$ cat src/hw/rtl/qvc_pkg.sv
// Shared types, constants and the phase transition table for the volume control.
`timescale 1ns / 1ps
package qvc_pkg;

  localparam int VOL_W     = 16;
  localparam int PCT_W     = 7;
  localparam int PROD_W    = VOL_W + PCT_W;
  localparam int CNT_W     = 5;
  localparam int THR_W     = 4;
  localparam int OP_W      = 2;
  localparam int LVL_W     = 2;
  localparam int DIR_W     = 2;
  localparam int PHASE_W   = 2;
  localparam int CFG_IDX_W = 2;
  localparam int CFG_DAT_W = 16;
  localparam int MUL_CNT_W = $clog2(PCT_W);
  localparam int DIV_CNT_W = $clog2(PROD_W);

  localparam logic [PCT_W-1:0] PERCENT_SCALE = PCT_W'(100);
  localparam logic [PCT_W-1:0] PERCENT_LIMIT = PCT_W'(127);
  localparam logic [PCT_W-1:0] UNIT_FACTOR   = PCT_W'(1);

  localparam logic [VOL_W-1:0] VOLUME_MAX_RST     = VOL_W'(255);
  localparam logic [THR_W-1:0] STEP_THRESHOLD_RST = THR_W'(4);
  localparam logic [VOL_W-1:0] INITIAL_VOLUME_RST = VOL_W'(0);

  localparam logic [OP_W-1:0] OP_PIN_A  = 2'd0;
  localparam logic [OP_W-1:0] OP_PIN_B  = 2'd1;
  localparam logic [OP_W-1:0] OP_BUTTON = 2'd2;

  localparam logic [LVL_W-1:0] LVL_LOW  = 2'd0;
  localparam logic [LVL_W-1:0] LVL_HIGH = 2'd1;

  localparam logic [CFG_IDX_W-1:0] CFG_VOLUME_MAX     = 2'd0;
  localparam logic [CFG_IDX_W-1:0] CFG_STEP_THRESHOLD = 2'd1;
  localparam logic [CFG_IDX_W-1:0] CFG_INITIAL_VOLUME = 2'd2;

  localparam logic signed [DIR_W-1:0] DIR_NONE = 2'sb00;
  localparam logic signed [DIR_W-1:0] DIR_UP   = 2'sb01;
  localparam logic signed [DIR_W-1:0] DIR_DN   = 2'sb11;

  typedef enum logic [1:0] {
    ST_IDLE,
    ST_MUL,
    ST_DIV
  } state_t;

  typedef enum logic [2:0] {
    ACT_NONE,
    ACT_STEP_UP,
    ACT_STEP_DN,
    ACT_MUTE,
    ACT_UNMUTE
  } action_t;

  typedef struct packed {
    logic             start;
    logic [VOL_W-1:0] multiplicand;
    logic [PCT_W-1:0] multiplier;
  } mul_req_t;

  typedef struct packed {
    logic              done;
    logic [PROD_W-1:0] product;
  } mul_rsp_t;

  typedef struct packed {
    logic              start;
    logic [PROD_W-1:0] dividend;
    logic [VOL_W-1:0]  divisor;
  } div_req_t;

  typedef struct packed {
    logic              done;
    logic [PROD_W-1:0] quotient;
  } div_rsp_t;

  // Index is {old phase, new phase}; zero marks an invalid or absent move.
  function automatic logic signed [DIR_W-1:0] move_lookup(input logic [2*PHASE_W-1:0] idx);
    logic signed [DIR_W-1:0] mv;
    unique case (idx) inside
      4'd1, 4'd7, 4'd8, 4'd14:  mv = DIR_DN;
      4'd2, 4'd4, 4'd11, 4'd13: mv = DIR_UP;
      default:                  mv = DIR_NONE;
    endcase
    return mv;
  endfunction

endpackage

$ cat src/hw/rtl/qvc_if.sv
// Valid/ready channel interfaces for pin events, results and register writes.
`timescale 1ns / 1ps
interface qvc_in_if;
  logic                        valid;
  logic                        ready;
  logic [qvc_pkg::OP_W-1:0]    operation;
  logic [qvc_pkg::LVL_W-1:0]   level;
  modport source (output valid, operation, level, input ready);
  modport sink   (input valid, operation, level, output ready);
endinterface

interface qvc_out_if;
  logic                              valid;
  logic                              ready;
  logic [qvc_pkg::VOL_W-1:0]         volume;
  logic                              volume_changed;
  logic signed [qvc_pkg::DIR_W-1:0]  direction;
  logic                              muted;
  modport source (output valid, volume, volume_changed, direction, muted, input ready);
  modport sink   (input valid, volume, volume_changed, direction, muted, output ready);
endinterface

interface qvc_cfg_if;
  logic                              valid;
  logic                              ready;
  logic [qvc_pkg::CFG_IDX_W-1:0]     index;
  logic [qvc_pkg::CFG_DAT_W-1:0]     data;
  modport source (output valid, index, data, input ready);
  modport sink   (input valid, index, data, output ready);
endinterface

$ cat src/hw/rtl/qvc_mul.sv
// Bit-serial shift-add multiplier: one multiplier bit per cycle.
`timescale 1ns / 1ps
module qvc_mul (
  input  logic              clk,
  input  logic              rst_n,
  input  qvc_pkg::mul_req_t req,
  output qvc_pkg::mul_rsp_t rsp
);

  logic                              busy_r, busy_nxt;
  logic                              done_r, done_nxt;
  logic [qvc_pkg::MUL_CNT_W-1:0]     cnt_r, cnt_nxt;
  logic [qvc_pkg::PROD_W-1:0]        acc_r, acc_nxt;
  logic [qvc_pkg::PROD_W-1:0]        mcand_r, mcand_nxt;
  logic [qvc_pkg::PCT_W-1:0]         mplier_r, mplier_nxt;

  always_comb begin
    busy_nxt   = busy_r;
    done_nxt   = 1'b0;
    cnt_nxt    = cnt_r;
    acc_nxt    = acc_r;
    mcand_nxt  = mcand_r;
    mplier_nxt = mplier_r;
    if (req.start) begin
      busy_nxt   = 1'b1;
      cnt_nxt    = qvc_pkg::MUL_CNT_W'(qvc_pkg::PCT_W - 1);
      acc_nxt    = '0;
      mcand_nxt  = qvc_pkg::PROD_W'(req.multiplicand);
      mplier_nxt = req.multiplier;
    end else if (busy_r) begin
      if (mplier_r[0]) begin
        acc_nxt = acc_r + mcand_r;
      end
      mcand_nxt  = {mcand_r[qvc_pkg::PROD_W-2:0], 1'b0};
      mplier_nxt = {1'b0, mplier_r[qvc_pkg::PCT_W-1:1]};
      cnt_nxt    = cnt_r - 1'b1;
      if (cnt_r == '0) begin
        busy_nxt = 1'b0;
        done_nxt = 1'b1;
      end
    end
  end

  always_ff @(posedge clk) begin
    if (!rst_n) begin
      busy_r <= 1'b0;
      done_r <= 1'b0;
      cnt_r  <= '0;
    end else begin
      busy_r <= busy_nxt;
      done_r <= done_nxt;
      cnt_r  <= cnt_nxt;
    end
  end

  always_ff @(posedge clk) begin
    acc_r    <= acc_nxt;
    mcand_r  <= mcand_nxt;
    mplier_r <= mplier_nxt;
  end

  assign rsp.done    = done_r;
  assign rsp.product = acc_r;

endmodule

$ cat src/hw/rtl/qvc_div.sv
// Bit-serial restoring divider: one quotient bit per cycle.
`timescale 1ns / 1ps
module qvc_div (
  input  logic              clk,
  input  logic              rst_n,
  input  qvc_pkg::div_req_t req,
  output qvc_pkg::div_rsp_t rsp
);

  logic                              busy_r, busy_nxt;
  logic                              done_r, done_nxt;
  logic [qvc_pkg::DIV_CNT_W-1:0]     cnt_r, cnt_nxt;
  logic [qvc_pkg::PROD_W-1:0]        quo_r, quo_nxt;
  logic [qvc_pkg::VOL_W-1:0]         rem_r, rem_nxt;
  logic [qvc_pkg::VOL_W-1:0]         dvsr_r, dvsr_nxt;
  logic [qvc_pkg::VOL_W:0]           trial;
  logic [qvc_pkg::VOL_W:0]           diff;

  always_comb begin
    busy_nxt = busy_r;
    done_nxt = 1'b0;
    cnt_nxt  = cnt_r;
    quo_nxt  = quo_r;
    rem_nxt  = rem_r;
    dvsr_nxt = dvsr_r;
    trial    = {rem_r, quo_r[qvc_pkg::PROD_W-1]};
    diff     = trial - {1'b0, dvsr_r};
    if (req.start) begin
      busy_nxt = 1'b1;
      cnt_nxt  = qvc_pkg::DIV_CNT_W'(qvc_pkg::PROD_W - 1);
      quo_nxt  = req.dividend;
      rem_nxt  = '0;
      dvsr_nxt = req.divisor;
    end else if (busy_r) begin
      // Shift the next dividend bit in; keep the difference when it fits.
      if (trial >= {1'b0, dvsr_r}) begin
        rem_nxt = diff[qvc_pkg::VOL_W-1:0];
        quo_nxt = {quo_r[qvc_pkg::PROD_W-2:0], 1'b1};
      end else begin
        rem_nxt = trial[qvc_pkg::VOL_W-1:0];
        quo_nxt = {quo_r[qvc_pkg::PROD_W-2:0], 1'b0};
      end
      cnt_nxt = cnt_r - 1'b1;
      if (cnt_r == '0) begin
        busy_nxt = 1'b0;
        done_nxt = 1'b1;
      end
    end
  end

  always_ff @(posedge clk) begin
    if (!rst_n) begin
      busy_r <= 1'b0;
      done_r <= 1'b0;
      cnt_r  <= '0;
    end else begin
      busy_r <= busy_nxt;
      done_r <= done_nxt;
      cnt_r  <= cnt_nxt;
    end
  end

  always_ff @(posedge clk) begin
    quo_r  <= quo_nxt;
    rem_r  <= rem_nxt;
    dvsr_r <= dvsr_nxt;
  end

  assign rsp.done     = done_r;
  assign rsp.quotient = quo_r;

endmodule

$ cat src/hw/rtl/quadrature_volume_control_core.sv
// Top level of the quadrature volume control: event decode, sequencer, volume state.
`timescale 1ns / 1ps
// Events that do not touch the volume (pin moves below the threshold, releases,
//   timeouts) go straight to the result register; a volume step, mute or unmute
//   runs the 7-bit serial multiplier, then the 23-bit serial divider, and its
//   result is registered when the divider is done. No new event is taken meanwhile.
// Throughput: one simple event per cycle while the result slot is free.
// Reset (synchronous, rst_n low): registers to 255/4/0, pins, phase, count and
//   saved percent to zero, volume to the reset value of initial_volume (zero).
module quadrature_volume_control_core (
  input  logic            clk,
  input  logic            rst_n,
  qvc_in_if.sink          in_chan,
  qvc_out_if.source       out_chan,
  qvc_cfg_if.sink         cfg_chan
);

  // Configuration. initial_volume only matters at reset, where it is itself
  // reset to zero, so a write to it is taken and has no further effect.
  logic [qvc_pkg::VOL_W-1:0]   vmax_r;
  logic [qvc_pkg::THR_W-1:0]   thr_r;

  // Event state.
  logic                          pin_a_r, pin_a_nxt;
  logic                          pin_b_r, pin_b_nxt;
  logic [qvc_pkg::PHASE_W-1:0]   last_phase_r, last_phase_nxt;
  logic [qvc_pkg::CNT_W-1:0]     step_count_r, step_count_nxt;
  logic [qvc_pkg::PCT_W-1:0]     saved_r, saved_nxt;
  logic [qvc_pkg::VOL_W-1:0]     volume_r, volume_nxt;

  // Sequencer.
  qvc_pkg::state_t               state_r, state_nxt;
  qvc_pkg::action_t              action_r, action_dec;
  logic signed [qvc_pkg::DIR_W-1:0] dir_r, dir_dec;

  // Result register.
  logic                          out_valid_r, out_valid_nxt;
  logic [qvc_pkg::VOL_W-1:0]     out_volume_r, out_volume_nxt;
  logic                          out_changed_r, out_changed_nxt;
  logic signed [qvc_pkg::DIR_W-1:0] out_dir_r, out_dir_nxt;
  logic                          out_muted_r, out_muted_nxt;

  logic                          in_ready;
  logic                          accept;
  logic                          out_free;
  logic                          finish;

  qvc_pkg::mul_req_t             mul_req;
  qvc_pkg::mul_rsp_t             mul_rsp;
  qvc_pkg::div_req_t             div_req;
  qvc_pkg::div_rsp_t             div_rsp;

  logic                          op_ok;
  logic [qvc_pkg::PHASE_W-1:0]   phase;
  logic signed [qvc_pkg::DIR_W-1:0] mv;
  logic [qvc_pkg::CNT_W-1:0]     count_inc;

  logic [qvc_pkg::PROD_W:0]      vol_ext;
  logic [qvc_pkg::PROD_W:0]      q_ext;
  logic [qvc_pkg::PROD_W:0]      raw_vol;
  logic [qvc_pkg::VOL_W-1:0]     fin_volume;
  logic [qvc_pkg::PCT_W-1:0]     fin_saved;

  qvc_mul u_mul (
    .clk   (clk),
    .rst_n (rst_n),
    .req   (mul_req),
    .rsp   (mul_rsp)
  );

  qvc_div u_div (
    .clk   (clk),
    .rst_n (rst_n),
    .req   (div_req),
    .rsp   (div_rsp)
  );

  // Configuration writes are always taken.
  assign cfg_chan.ready = 1'b1;

  always_ff @(posedge clk) begin
    if (!rst_n) begin
      vmax_r <= qvc_pkg::VOLUME_MAX_RST;
      thr_r  <= qvc_pkg::STEP_THRESHOLD_RST;
    end else if (cfg_chan.valid) begin
      unique case (cfg_chan.index)
        qvc_pkg::CFG_VOLUME_MAX:     vmax_r <= cfg_chan.data[qvc_pkg::VOL_W-1:0];
        qvc_pkg::CFG_STEP_THRESHOLD: thr_r  <= cfg_chan.data[qvc_pkg::THR_W-1:0];
        default: ;
      endcase
    end
  end

  // Take a new request only when idle and the result slot is empty or draining.
  assign out_free = !out_valid_r || out_chan.ready;
  assign accept   = in_chan.valid && in_ready;
  assign finish   = (state_r == qvc_pkg::ST_DIV) && div_rsp.done;

  // Decode the incoming event: pin update, phase move, step count, action.
  always_comb begin
    op_ok          = ((in_chan.level == qvc_pkg::LVL_LOW) ||
                      (in_chan.level == qvc_pkg::LVL_HIGH)) &&
                     ((in_chan.operation == qvc_pkg::OP_PIN_A) ||
                      (in_chan.operation == qvc_pkg::OP_PIN_B) ||
                      (in_chan.operation == qvc_pkg::OP_BUTTON));
    pin_a_nxt      = pin_a_r;
    pin_b_nxt      = pin_b_r;
    last_phase_nxt = last_phase_r;
    step_count_nxt = step_count_r;
    action_dec     = qvc_pkg::ACT_NONE;
    dir_dec        = qvc_pkg::DIR_NONE;
    phase          = {pin_a_r, pin_b_r};
    mv             = qvc_pkg::DIR_NONE;
    count_inc      = step_count_r + 1'b1;
    if (op_ok) begin
      if (in_chan.operation == qvc_pkg::OP_BUTTON) begin
        // Press toggles between mute (save percent) and restore.
        if (in_chan.level == qvc_pkg::LVL_HIGH) begin
          action_dec = (saved_r == '0) ? qvc_pkg::ACT_MUTE : qvc_pkg::ACT_UNMUTE;
        end
      end else begin
        if (in_chan.operation == qvc_pkg::OP_PIN_A) begin
          pin_a_nxt = in_chan.level[0];
        end else begin
          pin_b_nxt = in_chan.level[0];
        end
        phase = {pin_a_nxt, pin_b_nxt};
        mv    = qvc_pkg::move_lookup({last_phase_r, phase});
        // Invalid move: keep phase and count, the pin level still updates.
        if (mv != qvc_pkg::DIR_NONE) begin
          dir_dec        = mv;
          last_phase_nxt = phase;
          step_count_nxt = count_inc;
          if (count_inc > qvc_pkg::CNT_W'(thr_r)) begin
            step_count_nxt = '0;
            action_dec     = (mv == qvc_pkg::DIR_UP) ? qvc_pkg::ACT_STEP_UP
                                                     : qvc_pkg::ACT_STEP_DN;
          end
        end
      end
    end
  end

  // Next state.
  always_comb begin
    state_nxt = state_r;
    unique case (state_r)
      qvc_pkg::ST_IDLE: begin
        if (accept && (action_dec != qvc_pkg::ACT_NONE)) begin
          state_nxt = qvc_pkg::ST_MUL;
        end
      end
      qvc_pkg::ST_MUL: begin
        if (mul_rsp.done) begin
          state_nxt = qvc_pkg::ST_DIV;
        end
      end
      qvc_pkg::ST_DIV: begin
        if (div_rsp.done) begin
          state_nxt = qvc_pkg::ST_IDLE;
        end
      end
      default: state_nxt = qvc_pkg::ST_IDLE;
    endcase
  end

  // Sequencer outputs: handshake and arithmetic unit launches.
  // Mute:    volume * 100 / max(volume_max, 1)
  // Unmute:  saved * volume_max / 100
  // Step:    volume_max * 1 / 100
  always_comb begin
    in_ready             = 1'b0;
    mul_req.start        = 1'b0;
    mul_req.multiplicand = vmax_r;
    mul_req.multiplier   = qvc_pkg::UNIT_FACTOR;
    div_req.start        = 1'b0;
    div_req.dividend     = mul_rsp.product;
    div_req.divisor      = qvc_pkg::VOL_W'(qvc_pkg::PERCENT_SCALE);
    unique case (state_r)
      qvc_pkg::ST_IDLE: begin
        in_ready      = out_free;
        mul_req.start = in_chan.valid && out_free && (action_dec != qvc_pkg::ACT_NONE);
        if (action_dec == qvc_pkg::ACT_MUTE) begin
          mul_req.multiplicand = volume_r;
          mul_req.multiplier   = qvc_pkg::PERCENT_SCALE;
        end else if (action_dec == qvc_pkg::ACT_UNMUTE) begin
          mul_req.multiplier   = saved_r;
        end
      end
      qvc_pkg::ST_MUL: begin
        div_req.start = mul_rsp.done;
        if (action_r == qvc_pkg::ACT_MUTE) begin
          // A zero maximum divides as one.
          div_req.divisor = (vmax_r == '0) ? qvc_pkg::VOL_W'(1) : vmax_r;
        end
      end
      qvc_pkg::ST_DIV: ;
      default: ;
    endcase
  end

  // Finish the arithmetic: add or subtract the quotient, clamp to volume_max,
  // or save the saturated percent on mute.
  always_comb begin
    vol_ext    = (qvc_pkg::PROD_W + 1)'(volume_r);
    q_ext      = {1'b0, div_rsp.quotient};
    fin_saved  = '0;
    raw_vol    = '0;
    unique case (action_r)
      qvc_pkg::ACT_MUTE: begin
        fin_saved = (div_rsp.quotient > qvc_pkg::PROD_W'(qvc_pkg::PERCENT_LIMIT))
                    ? qvc_pkg::PERCENT_LIMIT
                    : div_rsp.quotient[qvc_pkg::PCT_W-1:0];
      end
      qvc_pkg::ACT_STEP_DN: begin
        raw_vol = (vol_ext > q_ext) ? (vol_ext - q_ext) : '0;
        fin_saved = saved_r;
      end
      qvc_pkg::ACT_STEP_UP: begin
        raw_vol   = vol_ext + q_ext;
        fin_saved = saved_r;
      end
      qvc_pkg::ACT_UNMUTE: begin
        raw_vol = vol_ext + q_ext;
      end
      default: begin
        fin_saved = saved_r;
      end
    endcase
    fin_volume = (raw_vol > (qvc_pkg::PROD_W + 1)'(vmax_r)) ? vmax_r
                                                            : raw_vol[qvc_pkg::VOL_W-1:0];
  end

  // Volume, saved percent and result register updates.
  always_comb begin
    volume_nxt      = volume_r;
    saved_nxt       = saved_r;
    out_valid_nxt   = out_valid_r && !out_chan.ready;
    out_volume_nxt  = out_volume_r;
    out_changed_nxt = out_changed_r;
    out_dir_nxt     = out_dir_r;
    out_muted_nxt   = out_muted_r;
    if (accept && (action_dec == qvc_pkg::ACT_NONE)) begin
      out_valid_nxt   = 1'b1;
      out_volume_nxt  = volume_r;
      out_changed_nxt = 1'b0;
      out_dir_nxt     = dir_dec;
      out_muted_nxt   = (saved_r != '0);
    end else if (finish) begin
      volume_nxt      = fin_volume;
      saved_nxt       = fin_saved;
      out_valid_nxt   = 1'b1;
      out_volume_nxt  = fin_volume;
      out_changed_nxt = 1'b1;
      out_dir_nxt     = dir_r;
      out_muted_nxt   = (fin_saved != '0);
    end
  end

  always_ff @(posedge clk) begin
    if (!rst_n) begin
      state_r      <= qvc_pkg::ST_IDLE;
      action_r     <= qvc_pkg::ACT_NONE;
      pin_a_r      <= 1'b0;
      pin_b_r      <= 1'b0;
      last_phase_r <= '0;
      step_count_r <= '0;
      saved_r      <= '0;
      volume_r     <= qvc_pkg::INITIAL_VOLUME_RST;
      out_valid_r  <= 1'b0;
    end else begin
      state_r     <= state_nxt;
      saved_r     <= saved_nxt;
      volume_r    <= volume_nxt;
      out_valid_r <= out_valid_nxt;
      if (accept) begin
        action_r     <= action_dec;
        pin_a_r      <= pin_a_nxt;
        pin_b_r      <= pin_b_nxt;
        last_phase_r <= last_phase_nxt;
        step_count_r <= step_count_nxt;
      end
    end
  end

  // Payload: hold the direction across the arithmetic, and the result fields.
  always_ff @(posedge clk) begin
    if (accept) begin
      dir_r <= dir_dec;
    end
    out_volume_r  <= out_volume_nxt;
    out_changed_r <= out_changed_nxt;
    out_dir_r     <= out_dir_nxt;
    out_muted_r   <= out_muted_nxt;
  end

  assign in_chan.ready           = in_ready;
  assign out_chan.valid          = out_valid_r;
  assign out_chan.volume         = out_volume_r;
  assign out_chan.volume_changed = out_changed_r;
  assign out_chan.direction      = out_dir_r;
  assign out_chan.muted          = out_muted_r;

endmodule

$ cat src/flat_wrapper.sv
// flat-port wrapper written by rule: the top's interface ports become plain ports
module quadrature_volume_control_core_flat 
  (clk, rst_n, in_chan_valid, in_chan_operation, in_chan_level, in_chan_ready, out_chan_valid, out_chan_volume, out_chan_volume_changed, out_chan_direction, out_chan_muted, out_chan_ready, cfg_chan_valid, cfg_chan_index, cfg_chan_data, cfg_chan_ready);
  qvc_in_if in_chan_i ();
  qvc_out_if out_chan_i ();
  qvc_cfg_if cfg_chan_i ();
  input  logic clk;
  input  logic rst_n;
  input wire logic [$bits(in_chan_i.valid)-1:0] in_chan_valid;
  input wire logic [$bits(in_chan_i.operation)-1:0] in_chan_operation;
  input wire logic [$bits(in_chan_i.level)-1:0] in_chan_level;
  output wire logic [$bits(in_chan_i.ready)-1:0] in_chan_ready;
  output wire logic [$bits(out_chan_i.valid)-1:0] out_chan_valid;
  output wire logic [$bits(out_chan_i.volume)-1:0] out_chan_volume;
  output wire logic [$bits(out_chan_i.volume_changed)-1:0] out_chan_volume_changed;
  output wire logic [$bits(out_chan_i.direction)-1:0] out_chan_direction;
  output wire logic [$bits(out_chan_i.muted)-1:0] out_chan_muted;
  input wire logic [$bits(out_chan_i.ready)-1:0] out_chan_ready;
  input wire logic [$bits(cfg_chan_i.valid)-1:0] cfg_chan_valid;
  input wire logic [$bits(cfg_chan_i.index)-1:0] cfg_chan_index;
  input wire logic [$bits(cfg_chan_i.data)-1:0] cfg_chan_data;
  output wire logic [$bits(cfg_chan_i.ready)-1:0] cfg_chan_ready;
  assign in_chan_i.valid = in_chan_valid;
  assign in_chan_i.operation = in_chan_operation;
  assign in_chan_i.level = in_chan_level;
  assign in_chan_ready = in_chan_i.ready;
  assign out_chan_valid = out_chan_i.valid;
  assign out_chan_volume = out_chan_i.volume;
  assign out_chan_volume_changed = out_chan_i.volume_changed;
  assign out_chan_direction = out_chan_i.direction;
  assign out_chan_muted = out_chan_i.muted;
  assign out_chan_i.ready = out_chan_ready;
  assign cfg_chan_i.valid = cfg_chan_valid;
  assign cfg_chan_i.index = cfg_chan_index;
  assign cfg_chan_i.data = cfg_chan_data;
  assign cfg_chan_ready = cfg_chan_i.ready;
  quadrature_volume_control_core u_core (.clk(clk), .rst_n(rst_n), .in_chan(in_chan_i), .out_chan(out_chan_i), .cfg_chan(cfg_chan_i));
endmodule
$ cat config.mk
export PLATFORM = sky130hd
export DESIGN_NAME = quadrature_volume_control_core_flat
export DESIGN_NICKNAME = d
export VERILOG_FILES = /design/src/hw/rtl/qvc_pkg.sv /design/src/hw/rtl/qvc_if.sv /design/src/hw/rtl/qvc_mul.sv /design/src/hw/rtl/qvc_div.sv /design/src/hw/rtl/quadrature_volume_control_core.sv /design/src/flat_wrapper.sv
export SDC_FILE = /design/constraint.sdc
export NUM_CORES = 1
export LEC_CHECK = 0
export BUFFER_PORTS_ARGS = -buffer_cell sky130_fd_sc_hd__buf_2
export CAP_MARGIN = 20
export CELL_PAD_IN_SITES_DETAIL_PLACEMENT = 0
export CELL_PAD_IN_SITES_GLOBAL_PLACEMENT = 2
export CORE_MARGIN = 2
export CORE_UTILIZATION = 40
export CTS_CLUSTER_SIZE = 14
export DETAILED_ROUTE_END_ITERATION = 16
export PLACE_DENSITY = 0.81
export SYNTH_ARGS = -nofsm -noshare
export SYNTH_HDL_FRONTEND = slang
export SYNTH_HIERARCHICAL = 1
export SYNTH_SLANG_ARGS = --single-unit
$ cat constraint.sdc
create_clock -name clk -period 6.6 [get_ports clk]
set_clock_uncertainty 0.15 [all_clocks]
set_input_delay 1.32 -clock clk [delete_from_list [all_inputs] [get_ports clk]]
set_output_delay 1.32 -clock clk [all_outputs]
set_load 0.02 [all_outputs]
==> results.py, run 1 <==
metrics = {
    "status": {
        "status": "finished clean",
    },
    "synth": {
        "syn_area_per_cell_um2": 8.76,
        "synth_edf_count": 83,
        "synthCells": 1534,
        "async_flop_share_pct": 0,
        "synth_area_leaders": "edfxtp_1 19%, dfxtp_1 17%, ha_1 8.8%, nand2_1 4.9%, a21oi_1 4.4%",
        "synth-main-ff-cell": "dfxtp_1",
        "synth_seq_area_share_pct": 36.0,
        "synth-seq-cells": 200,
        "yosysTopAreaCell": "edfxtp_1",
        "ys_types": 87,
        "syn_nets": 1660,
        "yosys_warnings": 6,
        "synth_top_area_share_pct": 18.6,
        "synthesis.area_mm2": 0.0134,
    },
    "sta": {
        "period_share_pct": 89.5,
        "rsz0062_at_grt": "no",
        "tightest_slew_ns": 0.961,
        "hold_viol_final": 0,
        "slew_headroom_pct": 35.9,
        "fmax_mhz": 169,
        "period_needed_ns": 5.91,
        "final_max_slew_viol_count": 0,
        "setup_viol": 0,
        "fin_setup_tns_ns": 0,
    },
    "power_and_ir_drop": {
        "peakVddDrop_uv": 185,
        "cellLeakagePower_nw": 6.01,
        "power_density_mw_per_mm2": 225,
    },
    "setup_path": {
        "arrival_ns": 6.06,
        "path_cells": "inv_1 -> ha_1 -> fa_1 -> nor2b_1 -> o2111ai_1 -> a21oi_1 -> o21ai_1 -> o21ai_2 -> a221oi_1 -> a21oi_1 -> ha_1 -> a21o_1 -> a21o_1 -> a21oi_1 -> o21a_1 -> a21oi_1 -> a211oi_1 -> a41oi_4 -> or3_1 -> a31oi_1",
        "worst-path-buf-inv": 1,
        "rrSetupSlack_ns": 0.69,
        "r2r-end": "u_core/out_chan.volume[15]$_DFFE_PP_",
        "cp-end-kind": "register",
        "critical_path_required_ns": 6.75,
        "r2r_start": "u_core/volume_r[0]$_SDFFE_PN0P_",
        "cpPeakStageDelay_ns": 0.64,
        "cpMostUsedCell": "a21oi_1",
        "cp_slowest_cell": "o21ai_2",
        "reg2regPathDepth": 20,
        "path_delay_family": "compound AO/OA/AOI/OAI gates",
        "worstSetupPathType": "register to register",
        "start_kind": "register",
        "cp_max_fo": 18,
    },
    "cts": {
        "cts-resized-gates": 0,
        "cts_made_buffers": 17,
        "cts_setup_buffers": 0,
        "cts.clk_slew.worst_paths_ns": 0.08,
        "insertion_delay_ns": 0.45,
        "clockRootBuffer": "clkbuf_16",
        "numClockSinks": 200,
        "tritoncts": "done",
        "ctsHoldBuffers": 0,
        "h-tree-depth": 4,
        "clk_path_buf_depth": 2,
    },
    "die": {
        "initial_core_util_pct": 40.4,
        "design.die.area_mm2": 0.0351,
        "core_mm2": 0.0333,
        "num_rows": 67,
        "fp.dieW_um": 187,
        "boundaryPins": 50,
        "fp.dieH_um": 187,
    },
    "min_path": {
        "hold_path.class": "register to register",
        "hold_start": "u_core/out_chan.volume_changed$_SDFFE_PP0P_",
        "min_path_cells": 2,
        "whs_endpoint": "u_core/out_chan.volume_changed$_SDFFE_PP0P_",
    },
    "routing": {
        "via_count": 11200,
        "wl_per_cell_um": 19.3,
        "dr.pass1.iters": 5,
        "avgViaCountPerCell": 5.60,
        "drt_iter0_markers": 708,
        "wl_um": 38500,
        "drcViolationCount": 0,
        "final_antenna_net_count": 0,
    },
    "global_routing": {
        "antenna_found_initial": 0,
        "gr-total-overflow": 0,
        "grt_pass1_vias": 10800,
        "grt_pass1_wl_um": 61300,
        "grt.total_usage_pct": 22.2,
        "grt_max_degree": 58,
    },
    "placed_design": {
        "portBuffers": 48,
        "globalplace.congestion": 0.890,
        "dp_hpwl_um": 29200,
    },
    "layout": {
        "area_delta_synth_final_pct": 9.13,
        "fin_util_pct": 44.1,
        "num_antenna_cells": 0,
        "mostFrequentLayoutCells": "177 x nand2_1, 119 x a21oi_1, 117 x o21ai_0, 117 x dfxtp_1, 95 x ha_1",
        "final_common_cell": "nand2_1",
        "num-fill-cells": 3346,
        "layout.nets": 1664,
        "drive_above_1_share_pct": 11.9,
    },
    "job": {
        "max_cap_viol_count": 0,
    },
}
==> final cells by class <==
cell class | count | area [um2] | share of cell area (%)
timing repair buffer | 66 | 375 | 2.56
sequential | 200 | 4830 | 33.0
inverter | 90 | 338 | 2.30
clock inverter | 13 | 213 | 1.45
clock buffer | 19 | 433 | 2.95
tap | 448 | 561 | 3.82
multi-input combinational | 1163 | 7910 | 53.9
==> where the power goes <==
group	leakage, nW	switching [W]	internal (W)
sequential	1.77	0.0000822	0.00137
clock	0.314	0.000511	0.000649
combinational	3.93	0.000405	0.000275
total	6.01	0.000998	0.00230
==> stage by stage <==
step | total power [W] | cells | hold WS, ns | setup WS [ns] | instance area [um2]
floorplan | 0.00198 | 1534 | 0.296 | 1.77 | 13400
global placement | 0.00216 | 1967 | 0.285 | 0.800 | 14000
detailed placement | 0.00216 | 1967 | 0.287 | 0.746 | 14000
CTS | 0.00333 | 1999 | 0.298 | 0.699 | 14700
global route | 0.00348 | 1999 | 0.340 | 0.195 | 14700
finish | 0.00330 | 1999 | 0.299 | 0.692 | 14700
==> flip-flops by register name, summed over array words and instances, names as in the netlist, 3 cells and up <==
name                    count
u_core/u_mul/acc_r         23
u_core/out_chan.volume     16
u_core/u_mul/mplier_r       7
u_core/thr_r                4
u_core/u_div/cnt_r          5
u_core/saved_r              7
u_core/u_mul/cnt_r          3
u_core/action_r             3
u_core/vmax_r              16
u_core/u_div/quo_r         23
u_core/u_mul/mcand_r       23
u_core/volume_r            16
u_core/step_count_r         5
u_core/u_div/rem_r         16
u_core/u_div/dvsr_r        16
==> logic make-up (layout without fill, tap and decap cells) <==
family	Yosys count	after routing	synth area share, %
muxes	84	84	6.72
and+or+nand+nor	500	500	18.7
buffers and inverters	171	188	5.28
xor gates and xnor gates	40	40	2.61
adders and majority gates	99	99	9.44
other	1	1	0.0279
AOI/OAI and AO/OA	439	439	21.2
DFF	200	200	36.0
==> routing by layer <==
layer | vias to the layer above | track usage, % | wire (um)
met4 | 0 | 5.86 | 671
met2 | 231 | 35.3 | 17400
met3 | 36 | 3.47 | 1620
met1 | 5335 | 31.3 | 18800
met5 | - | 0 | 0
li1 | 5586 | - | -
==> cell usage after synthesis (8+ instances only) <==
cell type,instances
nor4_1,14
nand4_1,24
nor2b_1,31
or2_2,8
o21ai_0,117
a31oi_1,14
and2_1,23
nand2b_1,10
and3_1,24
xnor2_1,22
edfxtp_1,83
nor3b_1,8
xor2_1,18
mux2i_1,34
a21o_1,28
a21boi_0,11
buf_2,14
mux2_2,49
o211ai_1,14
dfxtp_1,117
nand2_1,177
a211oi_1,13
nand3_1,36
o21a_1,22
a21oi_1,119
nor2_1,86
o31ai_1,8
ha_1,95
nor3_1,24
inv_1,90
clkbuf_1,50
==> worst min-delay path, delay by kind of cell (launching register included) <==
| kind | cells | cell delay, ns |
|---|---|---|
| AND/OR/NAND/NOR | 2 | 0.09 |
| flip-flops | 1 | 0.31 |
==> worst max path at each step <==
stage | to | startpoint | depth (start not counted)
finish | u_core/out_chan.volume[15]$_DFFE_PP_ | u_core/volume_r[0]$_SDFFE_PN0P_ | 20
global route | u_core/out_chan.volume[15]$_DFFE_PP_ | u_core/volume_r[0]$_SDFFE_PN0P_ | 20
CTS | u_core/out_chan.volume[15]$_DFFE_PP_ | u_core/volume_r[0]$_SDFFE_PN0P_ | 20
detailed placement | u_core/out_chan.volume[15]$_DFFE_PP_ | u_core/volume_r[0]$_SDFFE_PN0P_ | 20
global placement | u_core/out_chan.volume[15]$_DFFE_PP_ | u_core/u_div/quo_r[0]$_DFFE_PP_ | 19
floorplan | u_core/out_chan.volume[2]$_DFFE_PP_ | u_core/u_div/quo_r[0]$_DFFE_PP_ | 22
Note: power is estimated with default switching activity, not from simulation.
==> run 2, diff against run 1 <==
- ABC_AREA: unset -> 1
- CORE_UTILIZATION: 40 -> 36
- GPL_TIMING_DRIVEN: unset -> 0
- PLACE_DENSITY: 0.81 -> 0.8
==> run 2 against run 1 <==
Net effect: sequential share of layout area down 4.2 points; register-to-register slack better by 0.68 ns; die area increased by 25%; critical path type unchanged.
==> results.py, run 2 <==
metrics = {
    "synth": {
        "synthesis.area_mm2": 0.0152,
        "synth_area_leaders": "nand2_1 17%, edfxtp_1 16%, dfxtp_1 15%, inv_1 8.9%, ha_1 7.8%",
        "synthCells": 2257,
        "synth_top_area_share_pct": 17.4,
        "synth_edf_count": 83,
        "syn_area_per_cell_um2": 6.73,
        "yosysTopAreaCell": "nand2_1",
        "synth_seq_area_share_pct": 31.8,
        "ys_types": 61,
        "yosysMostFrequentCell": "nand2_1",
        "syn_nets": 2383,
        "synth-main-ff-cell": "dfxtp_1",
        "ys_top_cells_by_count": "706 x nand2_1, 361 x inv_1, 192 x nor2_1",
        "yosys_warnings": 6,
        "synth-seq-cells": 200,
        "async_flop_share_pct": 0,
    },
    "placed_design": {
        "dp_hpwl_um": 40100,
        "portBuffers": 48,
        "globalplace.congestion": 0.876,
    },
    "job": {
        "max_cap_viol_count": 0,
    },
    "global_routing": {
        "grt.total_usage_pct": 22.9,
        "use_met2_pct": 36.2,
        "antenna_found_initial": 1,
        "grtUsageMet3_pct": 3.80,
        "gr-total-overflow": 0,
        "grt_pass1_vias": 13300,
        "busiest_layer": "met2",
        "grt_pass1_wl_um": 76200,
        "use_met1_pct": 32.7,
        "grt_max_degree": 33,
    },
    "sta": {
        "setup_viol": 0,
        "period_share_pct": 79.2,
        "slew_headroom_pct": 34.6,
        "hold_viol_final": 0,
        "holdWs_ns": 0.308,
        "fin_setup_tns_ns": 0,
        "rsz0062_at_grt": "no",
        "fmax_mhz": 191,
        "final_max_slew_viol_count": 0,
        "tightest_slew_ns": 0.974,
        "period_needed_ns": 5.23,
    },
    "cts": {
        "cts_made_buffers": 17,
        "numClockSinks": 200,
        "ctsHoldBuffers": 0,
        "cts.clk_slew.worst_paths_ns": 0.07,
        "clockRootBuffer": "clkbuf_16",
        "insertion_delay_ns": 0.49,
        "h-tree-depth": 4,
        "tritoncts": "done",
        "cts-resized-gates": 0,
        "cts_setup_buffers": 0,
        "clk_path_buf_depth": 2,
    },
    "die": {
        "core_mm2": 0.0418,
        "num_rows": 75,
        "boundaryPins": 50,
        "fp.dieW_um": 209,
        "design.die.area_mm2": 0.0439,
        "fp.dieH_um": 209,
        "initial_core_util_pct": 36.4,
    },
    "setup_path": {
        "r2r_start": "u_core/u_div/quo_r[0]$_DFFE_PP_",
        "cp-startpoint": "u_core/u_div/quo_r[0]$_DFFE_PP_",
        "reg2regPathDepth": 25,
        "start_kind": "register",
        "worstSetupPathType": "register to register",
        "cp_max_fo": 10,
        "r2r-end": "u_core/out_chan.volume[6]$_DFFE_PP_",
        "cp-end-kind": "register",
        "arrival_ns": 5.28,
        "critical_path_required_ns": 6.66,
        "cp-endpoint": "u_core/out_chan.volume[6]$_DFFE_PP_",
        "rrSetupSlack_ns": 1.37,
    },
    "power_and_ir_drop": {
        "peakVddDrop_uv": 162,
        "p_total_w": 0.00371,
        "cellLeakagePower_nw": 8.46,
        "power_density_mw_per_mm2": 221,
    },
    "routing": {
        "via_count": 14100,
        "wl_um": 49200,
        "final_antenna_net_count": 0,
        "avgViaCountPerCell": 4.88,
        "dr.pass1.iters": 5,
        "wl_per_cell_um": 17.1,
        "drcViolationCount": 0,
        "drt_iter0_markers": 937,
    },
    "layout": {
        "mostFrequentLayoutCells": "706 x nand2_1, 361 x inv_1, 192 x nor2_1",
        "layout.nets": 2453,
        "num-fill-cells": 4511,
        "final_common_cell": "nand2_1",
        "num_antenna_cells": 0,
        "drive_above_1_share_pct": 11.2,
        "area_delta_synth_final_pct": 10.5,
        "top_regs": "u_core/u_div/quo_r (23), u_core/u_mul/acc_r (23), u_core/u_mul/mcand_r (23)",
    },
    "min_path": {
        "hold_path.class": "register to register",
    },
    "status": {
        "status": "finished clean",
    },
}
==> run 2: changes by cell type in the layout (fill, tap and decap cells not counted), sizes merged, moves of 26 or more <==
cell   change
mux2i     -34
nand2    +575
a21o      -28
nor2b     -32
nand3    +110
inv      +304
mux2      -50
nor2     +128
o21ai     -26
==> run 2: cells by family after synthesis <==
logic type                 synth area share (%)
other                                    0.0247
adders and majority gates                  8.35
and+or+nand+nor                            35.3
DFF                                        31.8
xor gates and xnor gates                   1.84
buffers and inverters                      12.4
AOI/OAI and AO/OA                          10.2
==> run 2: power by group <==
| group | total [W] | internal, W | switching, W |
|---|---|---|---|
| Clock | 0.00113 | 0.000562 | 0.000567 |
| Sequential | 0.00149 | 0.00140 | 0.0000914 |
| Combinational | 0.00109 | 0.000368 | 0.000722 |
==> run 2: stage by stage <==
stage	instance area, um2	utilization (%)	setup slack (ns)	instances
3_5_place_dp	16200	38.7	1.40	2847
3_3_place_gp	16100	38.6	1.44	2844
4_1_cts	16800	40.2	1.39	2879
5_1_grt	16800	40.2	1.08	2879
6_report	16800	40.2	1.37	2879
2_1_floorplan	15200	-	2.66	2257
==> run 2: area by class of cell <==
class / instances / area (um2) / area share, %
Timing Repair Buffer: 51 / 290 / 1.73
Tap cell: 539 / 674 / 4.02
Multi-Input combinational cell: 1606 / 8470 / 50.5
Inverter: 396 / 1490 / 8.87
Clock inverter: 12 / 135 / 0.805
Clock buffer: 20 / 489 / 2.91
Sequential cell: 200 / 4830 / 28.8
Buffer: 55 / 402 / 2.39
==> run 2: worst max-delay path: stages (launching register included) <==
cell and delay [ns]:
edfxtp_1 0.51, ha_1 0.28, fa_1 0.43, o21ai_2 0.33
nand2_1 0.08, nand2_1 0.14, nand2_1 0.11, a21oi_4 0.34
inv_4 0.13, o21ai_0 0.44, ha_1 0.34, a21oi_1 0.14
o21ai_0 0.13, nand2_1 0.08, nand3_1 0.07, nand2_1 0.06
nand2_1 0.04, nand2_1 0.17, nand3_1 0.15, nand2_4 0.16
nand3_4 0.15, buf_12 0.21, nand2_4 0.06, nand2_1 0.05
nand2_1 0.06, nand2_1 0.12
==> run 2: worst min path at each step <==
stage | from | endpoint | slack [ns] | cells past startpoint
3_5_place_dp | u_core/step_count_r[4]$_SDFFE_PN0P_ | u_core/step_count_r[4]$_SDFFE_PN0P_ | 0.30 | 2
4_1_cts | u_core/step_count_r[4]$_SDFFE_PN0P_ | u_core/step_count_r[4]$_SDFFE_PN0P_ | 0.31 | 2
6_report | u_core/step_count_r[4]$_SDFFE_PN0P_ | u_core/step_count_r[4]$_SDFFE_PN0P_ | 0.31 | 2
5_1_grt | u_core/step_count_r[4]$_SDFFE_PN0P_ | u_core/step_count_r[4]$_SDFFE_PN0P_ | 0.34 | 2
3_3_place_gp | u_core/step_count_r[4]$_SDFFE_PN0P_ | u_core/step_count_r[4]$_SDFFE_PN0P_ | 0.29 | 2
2_1_floorplan | u_core/step_count_r[4]$_SDFFE_PN0P_ | u_core/step_count_r[4]$_SDFFE_PN0P_ | 0.28 | 2
==> run 2: per-layer routing <==
layer | wire length [um] | up-vias
met4 | 817 | 0
met3 | 2080 | 41
met2 | 21400 | 260
met1 | 24900 | 6457
met5 | 0 | -
li1 | - | 7299
